--- src/design/cbe_pkg.sv ---
// ----------------------------------------------------------------------------
// cbe_pkg: shared types and constants for the cubic Bezier evaluator
// Coordinate and parameter types, register indexes and reset values.
// ----------------------------------------------------------------------------
package cbe_pkg;

  localparam int COORD_W = 16;
  localparam int U_W     = 17;
  localparam int IDX_W   = 4;

  // Unsigned Q1.16 one
  localparam logic [U_W-1:0] U_ONE = 17'h10000;

  typedef logic signed [COORD_W-1:0] coord_t;
  typedef logic        [U_W-1:0]     param_t;

  // Register indexes
  typedef enum logic [IDX_W-1:0] {
    REG_P0_X = 4'd0,
    REG_P0_Y = 4'd1,
    REG_P1_X = 4'd2,
    REG_P1_Y = 4'd3,
    REG_P2_X = 4'd4,
    REG_P2_Y = 4'd5,
    REG_P3_X = 4'd6,
    REG_P3_Y = 4'd7
  } reg_idx_t;

  // Reset values of the control points
  localparam coord_t RST_P0_X = -16'sd1024;
  localparam coord_t RST_P0_Y =  16'sd768;
  localparam coord_t RST_P1_X = -16'sd640;
  localparam coord_t RST_P1_Y = -16'sd640;
  localparam coord_t RST_P2_X =  16'sd640;
  localparam coord_t RST_P2_Y = -16'sd256;
  localparam coord_t RST_P3_X =  16'sd768;
  localparam coord_t RST_P3_Y =  16'sd1024;

  // The four control points as held in configuration
  typedef struct packed {
    coord_t x0;
    coord_t y0;
    coord_t x1;
    coord_t y1;
    coord_t x2;
    coord_t y2;
    coord_t x3;
    coord_t y3;
  } points_t;

endpackage

--- src/design/cbe_cfg_regs.sv ---
// ----------------------------------------------------------------------------
// cbe_cfg_regs: control point registers
// Eight 16-bit write-only registers; writes above the last index are dropped.
// ----------------------------------------------------------------------------
module cbe_cfg_regs (
  input  logic                       clk,
  input  logic                       rst,
  input  logic                       cfg_we,
  input  logic [cbe_pkg::IDX_W-1:0]  cfg_index,
  input  cbe_pkg::coord_t            cfg_data,
  output cbe_pkg::points_t           pts
);
  import cbe_pkg::*;

  always_ff @(posedge clk) begin
    if (rst) begin
      pts.x0 <= RST_P0_X;
      pts.y0 <= RST_P0_Y;
      pts.x1 <= RST_P1_X;
      pts.y1 <= RST_P1_Y;
      pts.x2 <= RST_P2_X;
      pts.y2 <= RST_P2_Y;
      pts.x3 <= RST_P3_X;
      pts.y3 <= RST_P3_Y;
    end else if (cfg_we) begin
      case (cfg_index)
        REG_P0_X: pts.x0 <= cfg_data;
        REG_P0_Y: pts.y0 <= cfg_data;
        REG_P1_X: pts.x1 <= cfg_data;
        REG_P1_Y: pts.y1 <= cfg_data;
        REG_P2_X: pts.x2 <= cfg_data;
        REG_P2_Y: pts.y2 <= cfg_data;
        REG_P3_X: pts.x3 <= cfg_data;
        REG_P3_Y: pts.y3 <= cfg_data;
        default: ;
      endcase
    end
  end

endmodule

--- config.mk ---
export PLATFORM = sky130hd
export DESIGN_NAME = cbe_cfg_regs
export DESIGN_NICKNAME = d
export VERILOG_FILES = /design/src/design/cbe_pkg.sv /design/src/design/cbe_cfg_regs.sv
export SDC_FILE = /design/constraint.sdc
export NUM_CORES = 1
export LEC_CHECK = 0
export ABC_AREA = 1
export BUFFER_PORTS_ARGS = -buffer_cell sky130_fd_sc_hd__buf_4
export CAP_MARGIN = 25
export CORE_UTILIZATION = 51
export CTS_CLUSTER_SIZE = 10
export DETAILED_ROUTE_END_ITERATION = 16
export PLACE_DENSITY = 0.79
export RECOVER_POWER = 50
export SYNTH_ARGS = -nofsm -noshare
export SYNTH_HDL_FRONTEND = slang
export SYNTH_SLANG_ARGS = --single-unit
--- constraint.sdc ---
create_clock -name clk -period 1.24 [get_ports clk]
set_input_delay 0.124 -clock clk [delete_from_list [all_inputs] [get_ports clk]]
set_output_delay 0.124 -clock clk [all_outputs]
set_load 0.005 [all_outputs]
==> impl_metrics.json <==
{
  "status": "finished, final reports clean",
  "port_buffers": 150,
  "cts_root_buffer": "clkbuf_8",
  "worst_path_dominant_cell_family": "flip-flops",
  "crit_path_max_fanout": 2,
  "fin_nets": 893,
  "cts_max_path_buffers": 2,
  "largest_register_ffs": 128,
  "timing.critical_path.from_type": "register",
  "fp.coreArea_sq_um": 9370,
  "postSynthCellCount": 705,
  "groute.usage.overall_pct": 28.6,
  "grt_pass1_wl_mm": 22.3,
  "syn_area_per_cell_sq_um": 7.13,
  "worst_slew_pin_tran_ns": 0.518,
  "cts.sink_count": 128,
  "timing.fmax_mhz": 881,
  "synth.ff_latch_count": 128,
  "post_drt_via_cell_ratio": 4.91,
  "leakage_nw": 3.43,
  "finalSetupViolations": 0,
  "gp_congestion": 0.824,
  "unrepaired_setup_endpoints_after_global_routing": "no",
  "cp_cell_sequence": "buf_4",
  "cp_data_arrival_time_ns": 1.01,
  "grt_max_degree": 82,
  "finalCriticalPeriod_ns": 1.14,
  "final.fill_count": 755,
  "setup.worst_path.end_class": "output port",
  "num_io_pins": 151,
  "wl_per_cell_um": 13.9,
  "cts-buffers-inserted": 17,
  "ys_seq_area_share_pct": 51.0,
  "critical-path-max-stage-delay_ns": 0.37,
  "top_regs": "pts (128)",
  "post_synth_instance_area_sq_um": 5020,
  "floorplan.die.height_um": 101,
  "detail_route.drc_violations": 0,
  "max-vdd-ir-drop_mv": 0.834,
  "max-cap-violations": 0,
  "overall_overflow_remaining_after_global_route": 0,
  "dr.pass1.iters": 5,
  "drive_above_1_share_pct": 22.3,
  "first_global_vias": 4665,
  "slew_headroom_pct": 65.5,
  "rows": 35,
  "initial_core_util_pct": 53.6,
  "synthesis.nets": 728,
  "reg2reg_from": "pts[116]",
  "ant_diodes": 0,
  "postRouteAntennaNets": 0,
  "cts_htree_levels": 4,
  "drv_slew": 0,
  "routed-via-count": 4973,
  "hold_viol_final": 0,
  "cts_repair_resize_count": 0,
  "regMostFlops": "pts",
  "critical_path_startpoint": "pts[63]",
  "drt-initial-drc-count": 203,
  "antenna_found_initial": 0,
  "synth.distinct_cells": 17,
  "placed_cells_incl_taps": 964,
  "cts_tree": "yes",
  "final_hpwl_dp_mm": 9.58,
  "synth_warnings": 0,
  "synth.top_cells.by_area": "dfxtp_1 51%, nand2_1 18%, nor2_1 13%",
  "layoutNonFillerInstCount": 1012,
  "worst-endpoint-required_ns": 1.12,
  "insertion_delay_ns": 0.51,
  "classification_of_the_worst_slack_hold_path": "input pin to register",
  "netlist.top_cell.by_area": "dfxtp_1",
  "design.die.area_sq_um": 10300,
  "synth_top_area_share_pct": 51.0,
  "cts.reportedPaths.clkPinSlew_ns": 0.06,
  "criticalPathCategory": "register to output port",
  "worstPathBufferInverterCount": 1,
  "chipWidth_um": 101,
  "library_cell_contributing_the_largest_single_delay_on_the_critical_path": "dfxtp_1",
  "timing.clock.skew_ns": 0,
  "totalNegativeSetupSlack_ns": 0,
  "final_min_period_over_clock_period_pct": 91.6,
  "drt_wl_total_mm": 14.0,
  "cellPowerDensity_nw_per_um2": 1450,
  "area_growth_syn_to_layout_pct": 38.5,
  "min_from": "cfg_index[2]"
}
## cells in the final DEF, fill, tap and decap left out
master and n:
clkbuf_2 4, nor2_4 3, buf_4 141, nor2_2 8, clkinvlp_4 2, clkbuf_1 17
nand2_2 2, inv_1 42, nand4_1 8, nand3_4 3, dlygate4sd3_1 16, clkinv_2 4
clkbuf_16 16, nor2_1 181, clkbuf_8 3, o21ai_0 1, clkinv_4 1, nand3_1 52
dfxtp_1 128, nand2_1 241, bufinv_16 4, buf_12 6
## where the power goes
part	internal, mW	switching [mW]	leakage (nW)	total [mW]
sequential	4.21	0.0546	1.04	4.26
clock	3.36	1.76	0.295	5.12
combinational	0.306	0.434	2.10	0.740
## per-layer routing
metal / GRT usage (%) / vias up / share of wire, % / wire length (um)
li1: - / 2465 / - / -
met1: 35.0 / 2264 / 42 / 5840
met2: 47.5 / 217 / 49 / 6830
met3: 7.66 / 27 / 7.5 / 1060
met4: 12.3 / 0 / 2.3 / 323
met5: 0 / - / 0 / 0
## per-stage QoR
step | power (mW) | util (%) | setup slack (ns) | area, sq um | hold slack [ns]
final | 10.1 | 74.2 | 0.105 | 6960 | 0.0275
after global routing | 10.4 | 74.2 | 0.0467 | 6960 | 0.0239
after CTS | 10.2 | 75.6 | 0.100 | 7090 | 0.0150
after detailed placement | 5.07 | 67.4 | 0.0263 | 6310 | 0.374
after global placement | 5.05 | 67.4 | 0.0684 | 6310 | 0.369
after floorplan | 4.70 | - | 0.291 | 5020 | 0.237
## logic make-up after synthesis
| group | synth area share (%) |
|---|---|
| compound gates | 0.0995 |
| simple gates | 41.2 |
| buf+inv | 7.69 |
| flops | 51.0 |
## synthesized netlist by cell type
| library cell | count |
|---|---|
| inv_2 | 1 |
| nand2_2 | 2 |
| nand2_1 | 241 |
| nand4_1 | 8 |
| inv_1 | 41 |
| nand3_4 | 3 |
| buf_4 | 9 |
| buf_2 | 5 |
| dfxtp_1 | 128 |
| nor2_1 | 176 |
| clkinv_2 | 1 |
| buf_6 | 7 |
| o21ai_0 | 1 |
| nand3_1 | 52 |
| nor2_4 | 6 |
| nor2_2 | 10 |
| clkbuf_1 | 14 |
## area by class of cell
type | instances | area [sq um] | share of cell area [%]
Clock inverter | 10 | 159 | 2.28
Sequential cell | 128 | 2560 | 36.8
Multi-Input combinational cell | 499 | 2050 | 29.4
Tap cell | 129 | 161 | 2.32
Inverter | 43 | 163 | 2.34
Timing Repair Buffer | 181 | 1410 | 20.3
Clock buffer | 22 | 453 | 6.51
## final timing paths
kind | cells after the start | slack (ns) | end
worst max-delay path | 1 | 0.10 | pts[63]
worst min-delay path | 4 | 0.03 | pts[10]
worst max register to register | 4 | 0.58 | pts[116]
worst min register to register | 2 | 0.46 | pts[47]
## repair_timing
item	4_1_cts	5_1_grt
buffers inserted	0	0
endpoints found under the hold margin	55	0
hold buffers	16	0
(Power assumes the default switching activity.)
