--- config.mk ---
export PLATFORM = sky130hd
export DESIGN_NAME = cbe_lerp_cell
export DESIGN_NICKNAME = d
export VERILOG_FILES = /design/src/design/cbe_pkg.sv /design/src/design/cbe_lerp_cell.sv
export SDC_FILE = /design/constraint.sdc
export NUM_CORES = 1
export LEC_CHECK = 0
export BUFFER_PORTS_ARGS = -buffer_cell sky130_fd_sc_hd__buf_2
export CAP_MARGIN = 10
export CORE_ASPECT_RATIO = 0.8
export CORE_UTILIZATION = 55
export CTS_BUF_LIST = sky130_fd_sc_hd__clkbuf_4
export DETAILED_ROUTE_END_ITERATION = 10
export GPL_TIMING_DRIVEN = 0
export PLACE_DENSITY = 0.8
export SLEW_MARGIN = 20
export SYNTH_ARGS = -nofsm -noshare
export SYNTH_HDL_FRONTEND = slang
export SYNTH_SLANG_ARGS = --single-unit
--- constraint.sdc ---
create_clock -name clk -period 13.58 [get_ports clk]
set_input_delay 2.716 -clock clk [delete_from_list [all_inputs] [get_ports clk]]
set_output_delay 2.716 -clock clk [all_outputs]
set_load 0.03 [all_outputs]
--- src/design/cbe_pkg.sv ---
// ----------------------------------------------------------------------------
// cbe_pkg: shared types and constants for the cubic Bezier evaluator
// Coordinate and parameter types, register indexes and reset values.
// ----------------------------------------------------------------------------
package cbe_pkg;

  localparam int COORD_W = 16;
  localparam int U_W     = 17;
  localparam int IDX_W   = 4;

  // Unsigned Q1.16 one
  localparam logic [U_W-1:0] U_ONE = 17'h10000;

  typedef logic signed [COORD_W-1:0] coord_t;
  typedef logic        [U_W-1:0]     param_t;

  // Register indexes
  typedef enum logic [IDX_W-1:0] {
    REG_P0_X = 4'd0,
    REG_P0_Y = 4'd1,
    REG_P1_X = 4'd2,
    REG_P1_Y = 4'd3,
    REG_P2_X = 4'd4,
    REG_P2_Y = 4'd5,
    REG_P3_X = 4'd6,
    REG_P3_Y = 4'd7
  } reg_idx_t;

  // Reset values of the control points
  localparam coord_t RST_P0_X = -16'sd1024;
  localparam coord_t RST_P0_Y =  16'sd768;
  localparam coord_t RST_P1_X = -16'sd640;
  localparam coord_t RST_P1_Y = -16'sd640;
  localparam coord_t RST_P2_X =  16'sd640;
  localparam coord_t RST_P2_Y = -16'sd256;
  localparam coord_t RST_P3_X =  16'sd768;
  localparam coord_t RST_P3_Y =  16'sd1024;

  // The four control points as held in configuration
  typedef struct packed {
    coord_t x0;
    coord_t y0;
    coord_t x1;
    coord_t y1;
    coord_t x2;
    coord_t y2;
    coord_t x3;
    coord_t y3;
  } points_t;

endpackage

--- src/design/cbe_lerp_cell.sv ---
// ----------------------------------------------------------------------------
// cbe_lerp_cell: one registered linear interpolation cell
// q = floor(((1-u)*a + u*b)), computed as a + ((u*(b-a)) >>> 16).
// ----------------------------------------------------------------------------
module cbe_lerp_cell (
  input  logic           clk,
  input  logic           en,
  input  cbe_pkg::param_t u,
  input  cbe_pkg::coord_t a,
  input  cbe_pkg::coord_t b,
  output cbe_pkg::param_t u_out,
  output cbe_pkg::coord_t q
);
  import cbe_pkg::*;

  logic signed [COORD_W:0]       diff;
  logic signed [U_W+COORD_W+1:0] prod;
  logic signed [COORD_W+2:0]     sum;

  // a<<16 is a multiple of 65536, so the floor only acts on the product
  always_comb begin
    diff = {a[COORD_W-1], a} - {b[COORD_W-1], b};
    diff = -diff;
    prod = $signed({1'b0, u}) * diff;
    sum  = {{3{a[COORD_W-1]}}, a} +
           {{2{prod[U_W+COORD_W-1]}}, prod[U_W+COORD_W-1:16]};
  end

  // Result and parameter hand on to the next round
  always_ff @(posedge clk) begin
    if (en) begin
      q     <= sum[COORD_W-1:0];
      u_out <= u;
    end
  end

endmodule

==> qor.txt, run 1 <==
Critical path's largest stage delay: 0.91 ns
Crit Path Max Fanout: 10
Commonest non-fill, non-tap cell in the layout: inv_1
Placed cells: 1678
Worst slew pin tran: 1.154 ns
Wire per inst: 17.72 um
Post-synthesis cell count: 1326
Worst hold path depth: 1
CTS sink cnt: 33
Crit-path slowest cell: xnor2_1
Initial cell density of the core: 0.5663
Finished Layout Cells: 1687
Layout Utilization: 0.6072
Violated checks: design-rule violations
CP Data Arrival Time: 13.10 ns
Final Hold Violating Endpoints: 0
ANT nets after route: 0
Tcrit/Tclk final: 0.9563
Placer Congestion: 0.9459
Num rows: 47
Synthesis-stage register bit count: 33
CTS tree: built
H-tree depth: 2
Initial antenna violation count: 1
Mean Syn Cell Area: 8.915 um2
WHS: 2.547 ns
Largest net degree at the start of global routing: 34
Min-delay worst type: in2reg
Vias in the first global route: 9349
Ports: 84
DP HPWL: 25100 um
Initial DRC Count: 701
Vias per inst: 5.430
Syn Nets: 1741
Overflow after GRT: 0
Most frequent cells in the layout: inv_1, fa_1, nand2_1
Critical Path RT: 13.69 ns
Post-synth cell types: 59
Post-synthesis sequential area ratio: 0.08383
Slew headroom: 0.2252
TritonCTS buffer count: 5
Area leader, netlist: fa_1
RSZ-0062 raised after global routing: false
Total track usage: 0.2868
Cell mode on critical path: fa_1
Max clock buf depth: 2
Reg clk slew, reported paths: 0.12 ns
Die Y: 133.1 um
Drt first pass iters: 8
Share of layout cells above drive strength 1: 0.08892
Core Area: 0.02088 mm2
Fraction of registers with async set/reset: 0
CTS root buf: clkbuf_4
Crit path time final: 12.99 ns
Critical path endpoint category: flop
Die ar.: 0.02209 mm2
Drt total wl: 29890 um
CP Class: in2reg
Startpoint Class: primary input
Largest cells by area after synthesis: fa_1, ha_1, inv_1
Drt drc: 11
Area delta synth->final: 7.229%
Yosys warnings: 0
Fmax: 77.01 MHz
Setup TNS: 0 ns
Routed via count: 9161
Die width: 165.9 um
Yosys top cell area share: 0.3810
First-pass GRT wire length: 48710 um
Main flop type after synthesis: edfxtp_1
Final setup fails: 0
Post-synth EDFFs: 33
Status: complete, but fails checks
Cell Area, Synth: 0.01182 mm2
IO Port Bufs: 83
Slew Limit Fails: 0
# nets final: 1831
Total of max-cap violations: 0
[synth_stat cells (2+ instances only)]
| cell type | count |
|---|---|
| o21ai_0 | 14 |
| nor3b_1 | 2 |
| a21oi_1 | 29 |
| a311oi_1 | 2 |
| inv_1 | 332 |
| ha_1 | 139 |
| or2_2 | 9 |
| o21bai_1 | 9 |
| o21ai_1 | 2 |
| and3_1 | 2 |
| fa_1 | 225 |
| clkbuf_1 | 41 |
| buf_1 | 7 |
| or3_1 | 2 |
| a21o_1 | 6 |
| o31a_1 | 3 |
| o21a_1 | 16 |
| and2_1 | 76 |
| mux2_1 | 2 |
| xnor2_1 | 36 |
| nor2_1 | 37 |
| xor2_1 | 6 |
| o211ai_1 | 8 |
| mux2i_1 | 9 |
| nand4_1 | 2 |
| edfxtp_1 | 33 |
| nand2_1 | 190 |
| nor2b_1 | 37 |
| nand3_1 | 3 |
| nor3_1 | 5 |
| buf_2 | 2 |
| a211oi_1 | 3 |
| nand2b_1 | 4 |
| mux2_2 | 8 |
[flip-flops by register name, summed over array words and instances (netlist names)]
register / cells
q: 16
u_out: 17
[logic make-up after synthesis]
family	after synthesis	synth area share
and+or+nand+nor	375	0.1508
xor gates and xnor gates	43	0.03249
DFF	33	0.08383
buffers and inverters	385	0.1242
AOI/OAI and AO/OA	107	0.06340
adders and majority gates	364	0.5282
muxes	19	0.01715
[metrics by stage]
step | setup WS, ns | cell area (um2)
after floorplan | 2.528 | 11820
after global placement | 0.1465 | 12570
after detailed placement | 0.04705 | 12580
after CTS | 0.3882 | 12640
after global routing | 0.03739 | 12680
final | 0.5940 | 12680
[path summary, 6_finish.rpt]
kind,start,endpoint,slack [ns]
max,a[0],q[15]$_DFFE_PP_,0.59
min,u[11],u_out[11]$_DFFE_PP_,2.55
[layer usage]
| layer | vias to the layer above | global-route usage | wire (um) | part of all wire |
|---|---|---|---|---|
| li1 | 4160 | - | - | - |
| met1 | 4520 | 0.3995 | 12820 | 0.43 |
| met3 | 53 | 0.07398 | 3302 | 0.11 |
| met2 | 428 | 0.4517 | 13080 | 0.44 |
| met5 | - | 0 | 0 | 0 |
| met4 | 0 | 0.06542 | 691 | 0.023 |
[worst max-delay path: cells and delay by family]
kind	cells	cell delay, ns
AO/OA/AOI/OAI	11	2.46
XOR/XNOR	4	1.97
adder cells (fa/ha/maj)	10	4.32
buffers and inverters	8	0.93
AND/OR/NAND/NOR	4	0.68
[area by class of cell]
class	count	area [um2]
clock inverters	3	17.52
inverters	332	1246
repair buffers	83	415.4
plain buffers	53	221.5
fillers	1748	8200
clock buffers	5	37.54
multi-input cells	908	9408
diodes	1	2.502
well taps	269	336.6
flip-flops and latches	33	991.0
[what timing repair did]
item	CTS	global route
endpoints found under the hold margin	0	0
resized for setup	0	3
setup buffers	0	0
setup endpoints to repair	0	1
hold buffers	0	0
Power of run 1 is not shown: default switching activity piles up to over one toggle a cycle in this logic, so the estimate is an artifact.
==> inputs of run 2 (changes only) <==
--- a/config.mk
+++ b/config.mk
@@ -11,7 +11,7 @@
 export CORE_UTILIZATION = 55
 export CTS_BUF_LIST = sky130_fd_sc_hd__clkbuf_4
 export DETAILED_ROUTE_END_ITERATION = 10
-export GPL_TIMING_DRIVEN = 0
+export GPL_TIMING_DRIVEN = 1
 export PLACE_DENSITY = 0.8
 export SLEW_MARGIN = 20
 export SYNTH_ARGS = -nofsm -noshare
==> qor.txt, run 2 (synthesized netlist as in run 1, its figures left out) <==
Cell mode on critical path: fa_1
Routed via count: 9050
ANT nets after route: 0
Commonest non-fill, non-tap cell in the layout: inv_1
IO Port Bufs: 83
WHS: 2.701 ns
Total track usage: 0.2786
Bufs and invs on worst path: 7
Most frequent cells in the layout: inv_1, fa_1, nand2_1
CTS sink cnt: 33
Reg clk slew, reported paths: 0.12 ns
Overflow after GRT: 0
Biggest regs: u_out x17, q x16
Num rows: 47
Die width: 165.9 um
Largest Register: u_out
Crit-path slowest cell: xor2_1
PostCTS Resize Cnt: 0
Startpoint Class: primary input
Kind of cell adding the most delay to the critical path: adder cells
H-tree depth: 2
Initial cell density of the core: 0.5663
Max clock buf depth: 2
Violated checks: design-rule violations
Die Y: 133.1 um
Slew Limit Fails: 0
Tcrit/Tclk final: 0.8758
CP Data Arrival Time: 12.00 ns
Vias per inst: 5.495
TritonCTS buffer count: 5
Cts hold-fix bufs: 0
Critical path endpoint category: flop
DP HPWL: 22780 um
CTS root buf: clkbuf_4
Worst slew pin tran: 0.9934 ns
Total of max-cap violations: 0
Post-CTS Setup Bufs: 0
Setup TNS: 0 ns
Hold Path End: q[0]$_DFFE_PP_
Final setup fails: 0
Area delta synth->final: 6.075%
RSZ-0062 raised after global routing: false
Slew headroom: 0.3377
Initial antenna violation count: 1
Placer Congestion: 0.9056
Worst Hold Launch: a[0]
Drt first pass iters: 9
Core Area: 0.02088 mm2
Crit path time final: 11.89 ns
Vias in the first global route: 9440
Critical path's largest stage delay: 0.68 ns
Final Hold Violating Endpoints: 0
Critical Path RT: 13.69 ns
# nets final: 1791
Crit Path Max Fanout: 10
Worst hold path depth: 2
Initial DRC Count: 811
Ports: 84
Drt drc: 11
Share of layout cells above drive strength 1: 0.09441
Largest net degree at the start of global routing: 34
Fmax: 84.08 MHz
Wire per inst: 17.66 um
CP Class: in2reg
Min-delay worst type: in2reg
Die ar.: 0.02209 mm2
Status: complete, but fails checks
Drt total wl: 29090 um
Max reg flops: 17
CTS tree: built
First-pass GRT wire length: 48010 um
run 2: cell types whose count changed in the layout (fill, tap and decap cells not counted), sizes merged:
cell | previous run | this run
buf | 94 | 96
clkbuf | 47 | 5
clkinv | 2 | 1
bufinv | 0 | 1
run 2: worst max-delay path by stage:
stage          start         endpoint  slack (ns)  cells past startpoint
6_report        a[1]  q[15]$_DFFE_PP_        1.69                     36
5_1_grt         b[0]  q[15]$_DFFE_PP_        1.11                     39
4_1_cts         a[2]  q[15]$_DFFE_PP_        1.78                     38
3_5_place_dp    a[2]  q[15]$_DFFE_PP_        1.46                     38
3_3_place_gp    a[2]  q[15]$_DFFE_PP_        1.69                     38
2_1_floorplan   a[1]  q[15]$_DFFE_PP_        2.53                     37
run 2: cell type report:
cell class	instances	area [um2]
diodes	1	2.502
clock buffers	5	37.54
clock inverters	3	46.29
fillers	1745	8337
inverters	332	1246
multi-input cells	908	9366
flip-flops and latches	33	991.0
well taps	269	336.6
repair buffers	96	513.0
run 2: routing by layer:
metal	wire, um	part of all wire	vias up	track usage
met1	12220	0.42	4477	0.3960
li1	-	-	4069	-
met5	0	0	-	0
met3	3146	0.11	51	0.04694
met2	13180	0.45	453	0.4501
met4	543	0.019	0	0.06127
run 2: stage by stage:
stage / util / std cells / setup slack (ns) / area, um2
finish: 0.6007 / 1647 / 1.686 / 12540
global route: 0.6007 / 1647 / 1.113 / 12540
CTS: 0.6005 / 1646 / 1.781 / 12540
detailed placement: 0.5965 / 1638 / 1.456 / 12450
global placement: 0.5965 / 1638 / 1.694 / 12450
floorplan: - / 1326 / 2.528 / 11820
Power of run 2 is left out for the same reason.
==> inputs of run 3 (changes only) <==
--- a/config.mk
+++ b/config.mk
@@ -7,12 +7,15 @@
 export LEC_CHECK = 0
 export BUFFER_PORTS_ARGS = -buffer_cell sky130_fd_sc_hd__buf_2
 export CAP_MARGIN = 10
+export CELL_PAD_IN_SITES_DETAIL_PLACEMENT = 0
+export CELL_PAD_IN_SITES_GLOBAL_PLACEMENT = 1
 export CORE_ASPECT_RATIO = 0.8
-export CORE_UTILIZATION = 55
+export CORE_UTILIZATION = 50
 export CTS_BUF_LIST = sky130_fd_sc_hd__clkbuf_4
 export DETAILED_ROUTE_END_ITERATION = 10
 export GPL_TIMING_DRIVEN = 1
-export PLACE_DENSITY = 0.8
+export HOLD_SLACK_MARGIN = 0.03
+export PLACE_DENSITY = 0.91
 export SLEW_MARGIN = 20
 export SYNTH_ARGS = -nofsm -noshare
 export SYNTH_HDL_FRONTEND = slang
==> qor.txt, run 3 (synthesized netlist as in run 1, its figures left out) <==
Slew Limit Fails: 0
Post-CTS Setup Bufs: 0
WL met1: 13300 um
First-pass GRT wire length: 48620 um
Fillers: 2068
Slew headroom: 0.3153
Startpoint Class: primary input
Placer Congestion: 0.9299
Reg clk slew, reported paths: 0.12 ns
Crit Path Max Fanout: 20
Share of layout cells above drive strength 1: 0.09513
Critical path's largest stage delay: 0.70 ns
Final setup fails: 0
Die ar.: 0.02427 mm2
Worst slew pin tran: 1.027 ns
Max layer used: met4
ANT nets after route: 0
CTS sink cnt: 33
Fmax: 83.13 MHz
Ports: 84
Largest net degree at the start of global routing: 34
RSZ-0062 raised after global routing: false
Overflow after GRT: 0
Routed via count: 8809
# diodes: 0
Final Hold Violating Endpoints: 0
Drt first pass iters: 5
Tcrit/Tclk final: 0.8858
CTS root buf: clkbuf_4
Crit-path slowest cell: ha_1
Biggest regs: u_out x17, q x16
Initial DRC Count: 777
Drt total wl: 29670 um
Area delta synth->final: 6.234%
Core Area: 0.02281 mm2
Cts hold-fix bufs: 0
Max clock buf depth: 2
Max reg flops: 17
TritonCTS buffer count: 5
Min-delay worst type: in2reg
Vias per inst: 5.234
CP Data Arrival Time: 12.12 ns
Critical Path RT: 13.67 ns
Drt drc: 0
Wire per inst: 17.63 um
IO Port Bufs: 83
Met3 routed wirelength: 2712 um
Total of max-cap violations: 0
Initial antenna violation count: 0
Multi-input gate area: 0.009370 mm2
Most frequent cells in the layout: inv_1, fa_1, nand2_1
# nets final: 1791
CTS tree: built
Setup TNS: 0 ns
H-tree depth: 2
DP HPWL: 23220 um
Critical path endpoint category: flop
CP Class: in2reg
Num rows: 49
Status: finished, final reports clean
Total track usage: 0.2570
Crit path time final: 12.03 ns
Initial cell density of the core: 0.5183
Routed wl met2: 13160 um
Die width: 173.9 um
Die Y: 139.5 um
Cell mode on critical path: inv_1
Commonest non-fill, non-tap cell in the layout: inv_1
Register area: 991.0 um2
Largest Register: u_out
PostCTS Resize Cnt: 0
Vias in the first global route: 9313
[run 3: per-layer routing]
metal  vias up  global-route usage
met5         -                   0
met4         0             0.04848
met3        38             0.06066
met2       340              0.4042
met1      4361              0.3639
li1       4070                   -
[run 3: area by class of cell]
type / count / area share
Sequential cell: 33 / 0.07891
Multi-Input combinational cell: 908 / 0.7461
Clock inverter: 3 / 0.001395
Timing Repair Buffer: 96 / 0.04085
Inverter: 332 / 0.09923
Tap cell: 306 / 0.03049
Clock buffer: 5 / 0.002989
[run 3: worst max-delay path: cells and delay by family]
kind | cells | cell delay (ns)
adders and majority gates | 9 | 4.22
AOI/OAI and AO/OA | 12 | 2.94
buffers and inverters | 9 | 1.23
and+or+nand+nor | 4 | 0.53
xor gates and xnor gates | 3 | 0.47
[run 3: metrics by stage]
step | util | setup slack (ns) | area (um2) | std cells | hold slack (ns)
global route | 0.5506 | 0.9263 | 12560 | 1683 | 2.711
finish | 0.5506 | 1.550 | 12560 | 1683 | 2.700
detailed placement | 0.5482 | 1.335 | 12500 | 1675 | 3.060
floorplan | - | 2.528 | 11820 | 1326 | 2.815
CTS | 0.5506 | 1.648 | 12560 | 1683 | 2.701
global placement | 0.5482 | 1.371 | 12500 | 1675 | 3.043
[run 3: worst paths after layout]
check	slack, ns	depth (start not counted)	start	endpoint
setup / recovery	1.55	37	a[14]	q[15]$_DFFE_PP_
hold / removal	2.70	2	a[0]	q[0]$_DFFE_PP_
Power of run 3 is left out for the same reason.
